File: config.mk
export PLATFORM = sky130hd
export DESIGN_NAME = fovr_cordic_step
export DESIGN_NICKNAME = d
export VERILOG_FILES = /design/src/hdl/fovr_pkg.sv /design/src/hdl/fovr_cordic_step.sv
export SDC_FILE = /design/constraint.sdc
export NUM_CORES = 1
export LEC_CHECK = 0
export ABC_AREA = 0
export BUFFER_PORTS_ARGS = -buffer_cell sky130_fd_sc_hd__clkbuf_2
export CAP_MARGIN = 40
export CORE_ASPECT_RATIO = 0.8
export CORE_MARGIN = 3
export CORE_UTILIZATION = 45
export DETAILED_ROUTE_END_ITERATION = 7
export PLACE_DENSITY = 0.82
export SYNTH_ARGS = -nofsm -noshare
export SYNTH_HDL_FRONTEND = slang
export SYNTH_SLANG_ARGS = --single-unit
File: constraint.sdc
create_clock -name vclk -period 4.5
set_clock_uncertainty 0.15 [all_clocks]
set_input_delay 0.225 -clock vclk [all_inputs]
set_output_delay 0.225 -clock vclk [all_outputs]
set_load 0.005 [all_outputs]
File: src/hdl/fovr_pkg.sv
// shared constants and types for the field-oriented vector rotator
`timescale 1ns / 1ps

package fovr_pkg;

    typedef logic [31:0] turn_t;

    localparam int CORDIC_STEPS = 30;
    localparam int TURN_BITS    = 32;
    localparam int PRE_SHIFT    = 14;
    localparam int ROUND_SHIFT  = 16;
    localparam int ROUND_HALF   = 32768;

    // cordic gain 0.6072529 in q30
    localparam logic signed [31:0] GAIN_Q30 = 32'sd652032874;

    // quarter turn in 2^32 per turn
    localparam logic signed [TURN_BITS-1:0] QUARTER_TURN = 32'sh4000_0000;

    // arctangent of 2^-i in 2^32 per turn
    localparam turn_t ATAN_TURN32 [CORDIC_STEPS] = '{
        32'd536870912, 32'd316933406, 32'd167458907, 32'd85004756, 32'd42667331,
        32'd21354465,  32'd10679838,  32'd5340245,   32'd2670163,  32'd1335087,
        32'd667544,    32'd333772,    32'd166886,    32'd83443,    32'd41722,
        32'd20861,     32'd10430,     32'd5215,      32'd2608,     32'd1304,
        32'd652,       32'd326,       32'd163,       32'd81,       32'd41,
        32'd20,        32'd10,        32'd5,         32'd3,        32'd1
    };

endpackage

File: src/hdl/fovr_cordic_step.sv
// one cordic rotation step with fixed shift and arctangent constant
`timescale 1ns / 1ps

module fovr_cordic_step #(
    parameter int XW   = 34,
    parameter int STEP = 0
) (
    input  logic signed [XW-1:0] x_in,
    input  logic signed [XW-1:0] y_in,
    input  logic signed [31:0]   z_in,
    output logic signed [XW-1:0] x_out,
    output logic signed [XW-1:0] y_out,
    output logic signed [31:0]   z_out
);
    import fovr_pkg::*;

    localparam logic signed [31:0] ATAN_STEP = $signed(ATAN_TURN32[STEP]);

    logic signed [XW-1:0] dx;
    logic signed [XW-1:0] dy;

    assign dx = y_in >>> STEP;
    assign dy = x_in >>> STEP;

    always_comb
    begin
        if (!z_in[31])
        begin
            x_out = x_in - dx;
            y_out = y_in + dy;
            z_out = z_in - ATAN_STEP;
        end
        else
        begin
            x_out = x_in + dx;
            y_out = y_in - dy;
            z_out = z_in + ATAN_STEP;
        end
    end

endmodule

Yosys cells after proc, flatten, opt, wreduce, memory -nomap -nowiden
Cells that the tools add are included.
Storage, ports and cells
  bits in registers: 0
  latch bits: 0
  RAM bits: 0
  bits in read-only memories: 0
  input bits: 100
  word-level logic and storage cells: 8
  memories kept: 0
Cells by class
  $add $sub $neg: 5
  multiply operators: 0
  div/mod/pow operators: 0
  $lt $le $gt $ge: 0
  equality and inequality tests: 0
  shifts and indexed selects: 0
  mux-type cells: 3
  bitwise gates (word level): 0
  reduce and logical (&&, ||, !) cells: 0
Operator list (number)
  34-bit 2-to-1 mux: 2
  34-bit subtractor: 2
  34-bit adder: 1
  32-bit by 31-bit adder with 32-bit output, second input constant: 1
  32-bit 2-to-1 mux: 1
  32-bit by 31-bit subtractor with 32-bit output, second input constant: 1

Longest topological paths before layout
Gate-level depths: netlist of the first run.
  depth after elaboration: 2
  mapped depth: 13

Least setup slack after synthesis of the first run
No wires, ideal clock.
  path type: input to output
  start: in x_in[0]
  end: out y_out[32]
  arrival time: 2660 ps
  required time: 4125 ps
  slack: 1465 ps
  stages on the path: 11
  path buffers: 0
  cells stage by stage: ha_1 -> fa_1 -> nor2b_1 -> o211ai_1 -> a311oi_1 -> o21ai_2 -> o21ai_1 -> a311o_1 -> a2111o_1 -> o311ai_1 -> xor2_1
Between the ends
  cells in the longest elaborated chain, start to end: 2
  elaborated cells between the ends (all ways): 3
  those cells by class: add/sub: 2; mux: 1
Ends and longest elaborated chain
  start, declared: line fovr_cordic_step.sv:8  | input logic signed [XW-1:0] x_in,
  34-bit adder / 34-bit subtractor (equally long branches): line fovr_cordic_step.sv:30, fovr_cordic_step.sv:36
  34-bit 2-to-1 mux *: line fovr_cordic_step.sv:27  | if (!z_in[31])
  end, declared: line fovr_cordic_step.sv:12  | output logic signed [XW-1:0] y_out,
Mark *: on every way between the ends. The rest lies on a longest branch, timed or not.

Final worst setup path of the first run
  start: in x_in[10]
  end: out y_out[32]
Same word-level chain as after synthesis.

==> impl.org, run 1 <==
** Min path
- Path type of the worst min-delay path :: input port to output pin

** Final layout
- Cells fill 51.22% of the core in the end.
- Fraction of final layout cells sized beyond drive strength 1 :: 17.50%
- In the final layout, flip-flops and latches occupy 0 µm².
- Net count of the finished layout :: 1183
- Relative to the synthesized area, the layout overhead comes to 8.893%.
- Seq_cells :: 0
- Number of non-filler instances in the completed layout :: 1152
- Layout filler cell count :: 1306
- The repair_antennas step left the layout with diodes totalling 0.
- Clkbuf count :: 0

** Floorplan
- Once the floorplan was initialized, standard cells occupied 47.03% of the core.
- Die boundary width :: 136.8 µm
- Area of the core region :: 13100 µm²
- For this design the top-level I/O count stands at 200.
- Number of rows in the core area :: 37
- The die covers 15140 µm².
- The die is 110.7 µm tall.

** Job
- Number of max-capacitance violations reported :: 0

** Timing
- The max-slew violation count came to 0.
- Total negative setup slack :: 0 ns
- Setup repair after global routing left no endpoint under its margin.
- Post-route clock period utilization :: 86.36%
- Final Hold Viols :: 0
- Final setup violation count :: 0
- Headroom to the max-slew limit came out at 46.62%.
- Subtracting the final worst setup slack from the clock period gives 3.886 ns.
- For the pin with the worst max-slew slack, the measured transition is 0.8007 ns.
- Timing would allow up to 0.2573 GHz.

** Place
- The wire-length estimate of the detail-placed layout is 16660 µm.
- The congestion estimate from routability-driven global placement came to 1.002.
- Counting tap cells, the placed design contains a total of 1152 instances.
- The count of buffers added on input and output ports is 142.

** Worst setup path
- At the worst endpoint, the arrival time is 3.51 ns.
- The worst setup path is captured at an output pin.
- Required arrival time at the worst endpoint :: 4.12 ns
- The largest single stage delay on the critical path is 0.66 ns.
- The worst setup path is of the input port to output pin kind.
- Kind of launch point of the worst setup path :: input port
- Crit-path max FO :: 17
- Among all stages on the critical path, the largest delay is contributed by sky130_fd_sc_hd__ha_1.
- Cell-by-cell listing of the critical path :: clkbuf_2 > inv_1 > ha_1 > nor2_1 > a2111oi_2 > o311ai_1 > o21ai_2 > o21ai_1 > a311o_1 > a2111o_1 > o311ai_1 > xor2_1 > clkbuf_2

** Power
- Across the VDD grid, the largest voltage drop is 0.08201 mV.
- In this run the static leakage power is 0.003356 µW.
- Total power divided by cell area :: 160.3 nW/µm²
- Overall power :: 1076 µW

** Global routing
- Initial antenna violation count :: 0
- For this run the aggregate overflow at the end of global routing stands at 0.
- The first global-routing pass estimated 32550 µm of wire.
- Global Route Usage Sum :: 25.26%
- Via count of the first global-routing pass :: 6433
- Pin count of the biggest net entering global routing :: 74

** Clocking
- Post-CTS repair changed the size of 0 cells.
- Once the clock tree was built, the setup fixing pass inserted 0 buffers.
- Hold buffer count at cts :: 0

** Routing
- After the first detailed-routing iteration, the DRC count stood at 961.
- Per-cell via count in the routed design :: 6.078
- The routed layout has 7002 vias.
- DRC violations left :: 0
- Iteration count of the initial detailed-routing pass :: 6
- Post-detailed-route wirelength per cell :: 17.71 µm
- Once detail routing completed, the nets flagged for antenna violations numbered 0.
- The final layout contains routed wiring with a total length of 20410 µm.

** Yosys
- After synthesis, the netlist uses 79 different library cells.
- After synthesis, flip-flops and latches occupy 0% of the total area.
- In this run the cell area of the synthesized design comes to 6162 µm².
- Number of synthesis warnings :: 0
- The synthesized design spends more area on one cell type than any other, namely sky130_fd_sc_hd__ha_1.
- In this run the mean area of a mapped cell was 6.802 µm².
- Synthesis produced a netlist with a net count of 1110.
- Biggest area contributors in the synthesized netlist :: sky130_fd_sc_hd__ha_1 (20%), sky130_fd_sc_hd__a21oi_1 (7.9%), sky130_fd_sc_hd__xnor2_1 (7.0%)
- Fraction of post-synthesis cell area in the top cell type by area :: 20.30%
- After technology mapping, the gate count stands at 906.

** Outcome
- The flow ran to the end, and the final reports show no timing, DRC or antenna violations.
## area by class of cell
cell class	count	area [µm²]	share of cell area (%)
timing repair buffer	145	745.7	11.11
multi-input combinational	722	5333	79.47
inverter	110	412.9	6.153
tap	175	219.0	3.263
## worst paths after layout
path	start	endpoint	slack, ns	cells past startpoint
setup / recovery	x_in[10]	y_out[32]	0.61	13
hold / removal	z_in[11]	z_out[11]	0.30	0
## cells in the final DEF (no fill, tap or decap), types with 15 or more instances in the layout
cell type                    n
sky130_fd_sc_hd__nand2_1    41
sky130_fd_sc_hd__o21bai_1   15
sky130_fd_sc_hd__ha_1      100
sky130_fd_sc_hd__clkbuf_2  142
sky130_fd_sc_hd__xnor2_1    49
sky130_fd_sc_hd__nor3_1     20
sky130_fd_sc_hd__o21ai_0    49
sky130_fd_sc_hd__a21oi_1    97
sky130_fd_sc_hd__nor2_1     62
sky130_fd_sc_hd__a21o_1     19
sky130_fd_sc_hd__inv_1     101
sky130_fd_sc_hd__mux2i_1    26
## cells in the mapped netlist (all sizes together) (8+ instances only)
master,number
or3,8
nand3,14
xnor2,49
a21oi,98
nand2,41
xor2,14
nor2b,13
o21bai,16
o211ai,14
a211oi,13
nor3,20
ha,100
nand2b,10
mux2i,26
nor2,62
buf,50
inv,109
o21ai,61
clkbuf,24
a21o,19
and3,9
## worst max-delay path, delay by kind of cell
kind,cells,cell delay [ns]
AND/OR/NAND/NOR,1,0.14
XOR/XNOR,1,0.17
buffers and inverters,3,0.28
AO/OA/AOI/OAI,7,2.02
adder cells (fa/ha/maj),1,0.66
## routing by layer
layer / part of all wire [%] / track usage (%) / up-vias
li1: - / - / 3342
met1: 46 / 39.88 / 3198
met2: 41 / 36.54 / 438
met3: 12 / 3.993 / 24
met4: 1.2 / 2.926 / 0
met5: 0 / 0 / -
## power breakdown
group | internal [µW] | switching, µW | leakage (µW)
clock | 0 | 0 | 0
sequential | 0 | 0 | 0
combinational | 438 | 638 | 0.00336
total | 438 | 638 | 0.00336
## cell families (layout without fill, tap and decap cells)
logic type / after synthesis / count (layout) / share of synthesized area, %
multiplexers: 27 / 27 / 4.406
buffers and inverters: 184 / 255 / 13.46
AND/OR/NAND/NOR: 215 / 215 / 17.34
XOR/XNOR: 63 / 63 / 8.954
adder cells (fa/ha/maj): 104 / 104 / 21.60
AO/OA/AOI/OAI: 313 / 313 / 34.23
## through the flow
| step | worst slack, ns | cell area [µm²] | hold slack, ns |
|---|---|---|---|
| after global routing | 0.4351 | 6710 | 0.3000 |
| after global placement | 0.7056 | 6690 | 0.3000 |
| final | 0.6138 | 6710 | 0.3000 |
| after floorplan | 1.465 | 6162 | 0.3265 |
| after CTS | 0.6942 | 6710 | 0.3000 |
| after detailed placement | 0.7145 | 6710 | 0.3000 |
No activity file was read; power rests on OpenSTA's default activity.
==> run 2, diff against run 1 <==
--- a/config.mk
+++ b/config.mk
@@ -12,7 +12,7 @@
 export CORE_MARGIN = 3
 export CORE_UTILIZATION = 45
 export DETAILED_ROUTE_END_ITERATION = 7
-export PLACE_DENSITY = 0.82
+export PLACE_DENSITY = 0.85
 export SYNTH_ARGS = -nofsm -noshare
 export SYNTH_HDL_FRONTEND = slang
 export SYNTH_SLANG_ARGS = --single-unit
==> constraint.sdc (replaced) <==
create_clock -name vclk -period 3.2
set_clock_uncertainty 0.15 [all_clocks]
set_input_delay 0.16 -clock vclk [all_inputs]
set_output_delay 0.16 -clock vclk [all_outputs]
set_load 0.005 [all_outputs]
==> run 2 against run 1 <==
  * The flow now finishes with violations (setup timing)
  * Utilization grew 11 points
  * Wire length rose by 16%
  * First-iteration DRC count grew 12%
  * Non-clock buffer count increased by 122
  * Final cell count increased by 11%
  * Sequential share of layout area stayed put
  * Global-route usage rose by 2.4 points
  * Die area stayed put
  * Combinational power is 74% higher
  * Total power rose by 75%
  * Setup slack lost 0.67 ns
  * Critical endpoint is now y_out[27]
  * Highest routed layer unchanged
==> impl.org, run 2 (same netlist as run 1, synthesis figures left out) <==
** Floorplan
- Area of the die :: 15140 µm² (unchanged)
- The effective utilization at floorplan was 47.03% (unchanged).
- Number of placed I/O pins :: 200 (unchanged)
- Die extent in y :: 110.7 µm (unchanged)
- Area of the core region :: 13100 µm² (unchanged)
- The horizontal die dimension came to 136.8 µm (unchanged).
- The total number of placement rows is 37 (unchanged).

** Final layout
- The area used by sequential logic in the layout was 0 µm² (unchanged).
- Post-layout utilization of the core :: 62.59% (was 51.22%)
- Summed area of non-filler cells in the final layout :: 8200 µm² (was 6710 µm²)
- Layout filler cell count :: 1133 (was 1306)
- The layout cell share with drive strength beyond 1 was 33.39% (was 17.50%).
- Seq_cells :: 0 (unchanged)
- Most common library cell in the layout ignoring fill and taps :: sky130_fd_sc_hd__clkbuf_2 (unchanged)
- The net total in the final layout came to 1305 (was 1183).
- The layout-stage area growth over the synthesis result is 33.08% (was 8.893%).
- The number of antenna cells inserted was 0 (unchanged).
- Clkbuf count :: 0 (unchanged)
- Commonest cells after routing, fill and taps aside: sky130_fd_sc_hd__clkbuf_2 (133), sky130_fd_sc_hd__buf_4 (117), sky130_fd_sc_hd__inv_1 (98) (was sky130_fd_sc_hd__clkbuf_2 (142), sky130_fd_sc_hd__inv_1 (101), sky130_fd_sc_hd__ha_1 (100)).

** Global routing
- The number of antenna violations at the first check in global routing is 0 (unchanged).
- Pin count of the biggest net entering global routing :: 74 (unchanged)
- Aggregate global routing overflow :: 0 (unchanged)
- First-pass GRT wire length :: 35290 µm (was 32550 µm)
- Global Route Usage Sum :: 27.62% (was 25.26%)
- Via count of the first global-routing pass :: 7077 (was 6433)

** Worst setup path
- The category of the critical setup timing path was input port to output pin (unchanged).
- The cell type of the slowest stage on the worst timing path is sky130_fd_sc_hd__o31ai_1 (was sky130_fd_sc_hd__ha_1).
- Worst Path Arrival :: 2.95 ns (was 3.51 ns)
- The startpoint type of the worst setup path was an input port (unchanged).
- Required arrival time at the worst endpoint :: 2.89 ns (was 4.12 ns)
- Endpoint kind of the worst setup timing path :: output pin (unchanged)
- Crit-path max FO :: 12 (was 17)
- Top cell by count, worst path :: sky130_fd_sc_hd__clkbuf_2
- The number of buffers and inverters on the critical path is 4 (was 3).
- Maximum single-stage delay on the critical path :: 0.54 ns (was 0.66 ns)
- Cell-by-cell listing of the critical path: clkbuf_2 > inv_1 > ha_2 > o31ai_1 > o41a_1 > o211ai_2 > buf_4 > a221o_1 > a21boi_1 > mux2i_1 > xnor2_1 > clkbuf_2 (was clkbuf_2 > inv_1 > ha_1 > nor2_1 > a2111oi_2 > o311ai_1 > o21ai_2 > o21ai_1 > a311o_1 > a2111o_1 > o311ai_1 > xor2_1 > clkbuf_2).
- Cell type group with the largest total delay on the critical path :: compound AO/OA/AOI/OAI gates (unchanged)

** Timing
- Subtracting the final worst setup slack from the clock period gives 3.256 ns.
- Final WS setup :: -0.05643 ns (was 0.6138 ns)
- Final Hold Viols :: 0 (unchanged)
- The total negative slack for setup checks came to -0.09325 ns (was 0 ns).
- Slew Limit Fails :: 0 (unchanged)
- RSZ-0062 raised after global routing: yes (was no).
- In the finished design, the share of the clock period the worst path needs comes to 101.8%.
- The relative slew slack was 44.98% (was 46.62%).
- Transition time at the pin with the least slew margin :: 0.8253 ns (was 0.8007 ns)
- Final setup violation count :: 3 (was 0)
- Static timing analysis puts the maximum clock frequency at 0.3071 GHz.

** Place
- The final HPWL from detailed placement came to 18220 µm (was 16660 µm).
- The routability congestion estimate came to 0.9864 (was 1.002).
- The post-detailed-placement cell area came to 7543 µm² (was 6710 µm²).
- IO Port Bufs :: 142 (unchanged)

** Routing
- Number of nets with antenna violations after routing :: 0 (unchanged)
- The met1 wire length came to 10080 µm (was 9430 µm).
- The detailed-route wire length came to 23730 µm (was 20410 µm).
- The number of DRC violations after detailed routing came to 0 (unchanged).
- Per-cell via count in the routed design :: 6.133 (was 6.078)
- Highest metal layer with signal wires :: met4 (unchanged)
- Via count :: 7813 (was 7002)
- The detailed route wirelength on metal3 came to 2836 µm (was 2359 µm).
- First-iteration detailed-routing DRC count :: 1079 (was 961)
- The mean routed wirelength per cell is 18.62 µm (was 17.71 µm).
- Met2 WL post-DR :: 10290 µm (was 8377 µm)
- Iteration count of the initial detailed-routing pass :: 6 (unchanged)

** Job
- The total of max-cap violations is 0 (unchanged).

** Clocking
- The number of buffers added to fix hold violations after cts was 0 (unchanged).

** Outcome
- Outcome :: complete, but fails checks (was completed)
- The checks that failed: setup timing.

** Power
- The peak ir drop on the vdd network is 0.1284 mV (was 0.08201 mV).
- Total leakage power :: 0.004020 µW (was 0.003356 µW)
- The ratio of total power to cell area came to 229.6 nW/µm² (was 160.3 nW/µm²).
- Overall power :: 1883 µW (was 1076 µW)

** Min path
- The type of the worst min-delay path was input port to output pin (unchanged).
==> run 2: cell type report <==
class	instances	area (µm²)	area share, %
timing repair buffer	267	1724	21.03
tap	175	219.0	2.670
multi-input combinational	722	5839	71.21
inverter	110	417.9	5.096
==> run 2: power by group <==
group	switching [µW]	total (µW)	internal, µW
Sequential	0	0	0
Combinational	1030	1880	849
Clock	0	0	0
==> run 2: stage by stage <==
step / worst slack [ns] / instances / hold slack [ns]
floorplan: 0.2953 / 906 / 0.1965
global placement: -0.1102 / 1263 / 0.1700
detailed placement: -0.1702 / 1263 / 0.1700
CTS: 0.01183 / 1271 / 0.1700
global route: -0.1371 / 1274 / 0.1700
finish: -0.05643 / 1274 / 0.1700
==> run 2: path summary, 6_finish.rpt <==
kind	from	end	slack, ns	cells past startpoint
setup / recovery	x_in[5]	y_out[27]	-0.06	12
hold / removal	z_in[11]	z_out[11]	0.17	0
==> run 2: what timing repair did <==
item	4_1_cts	5_1_grt
endpoints found under the setup margin	19	28
pin swaps	26	42
setup buffers	8	3
gates resized for setup	27	95
==> run 2: per-layer routing <==
layer,up-vias,global-route usage [%]
met5,-,0
met4,0,4.189
met3,66,4.673
met2,546,41.99
met1,3621,41.32
li1,3580,-
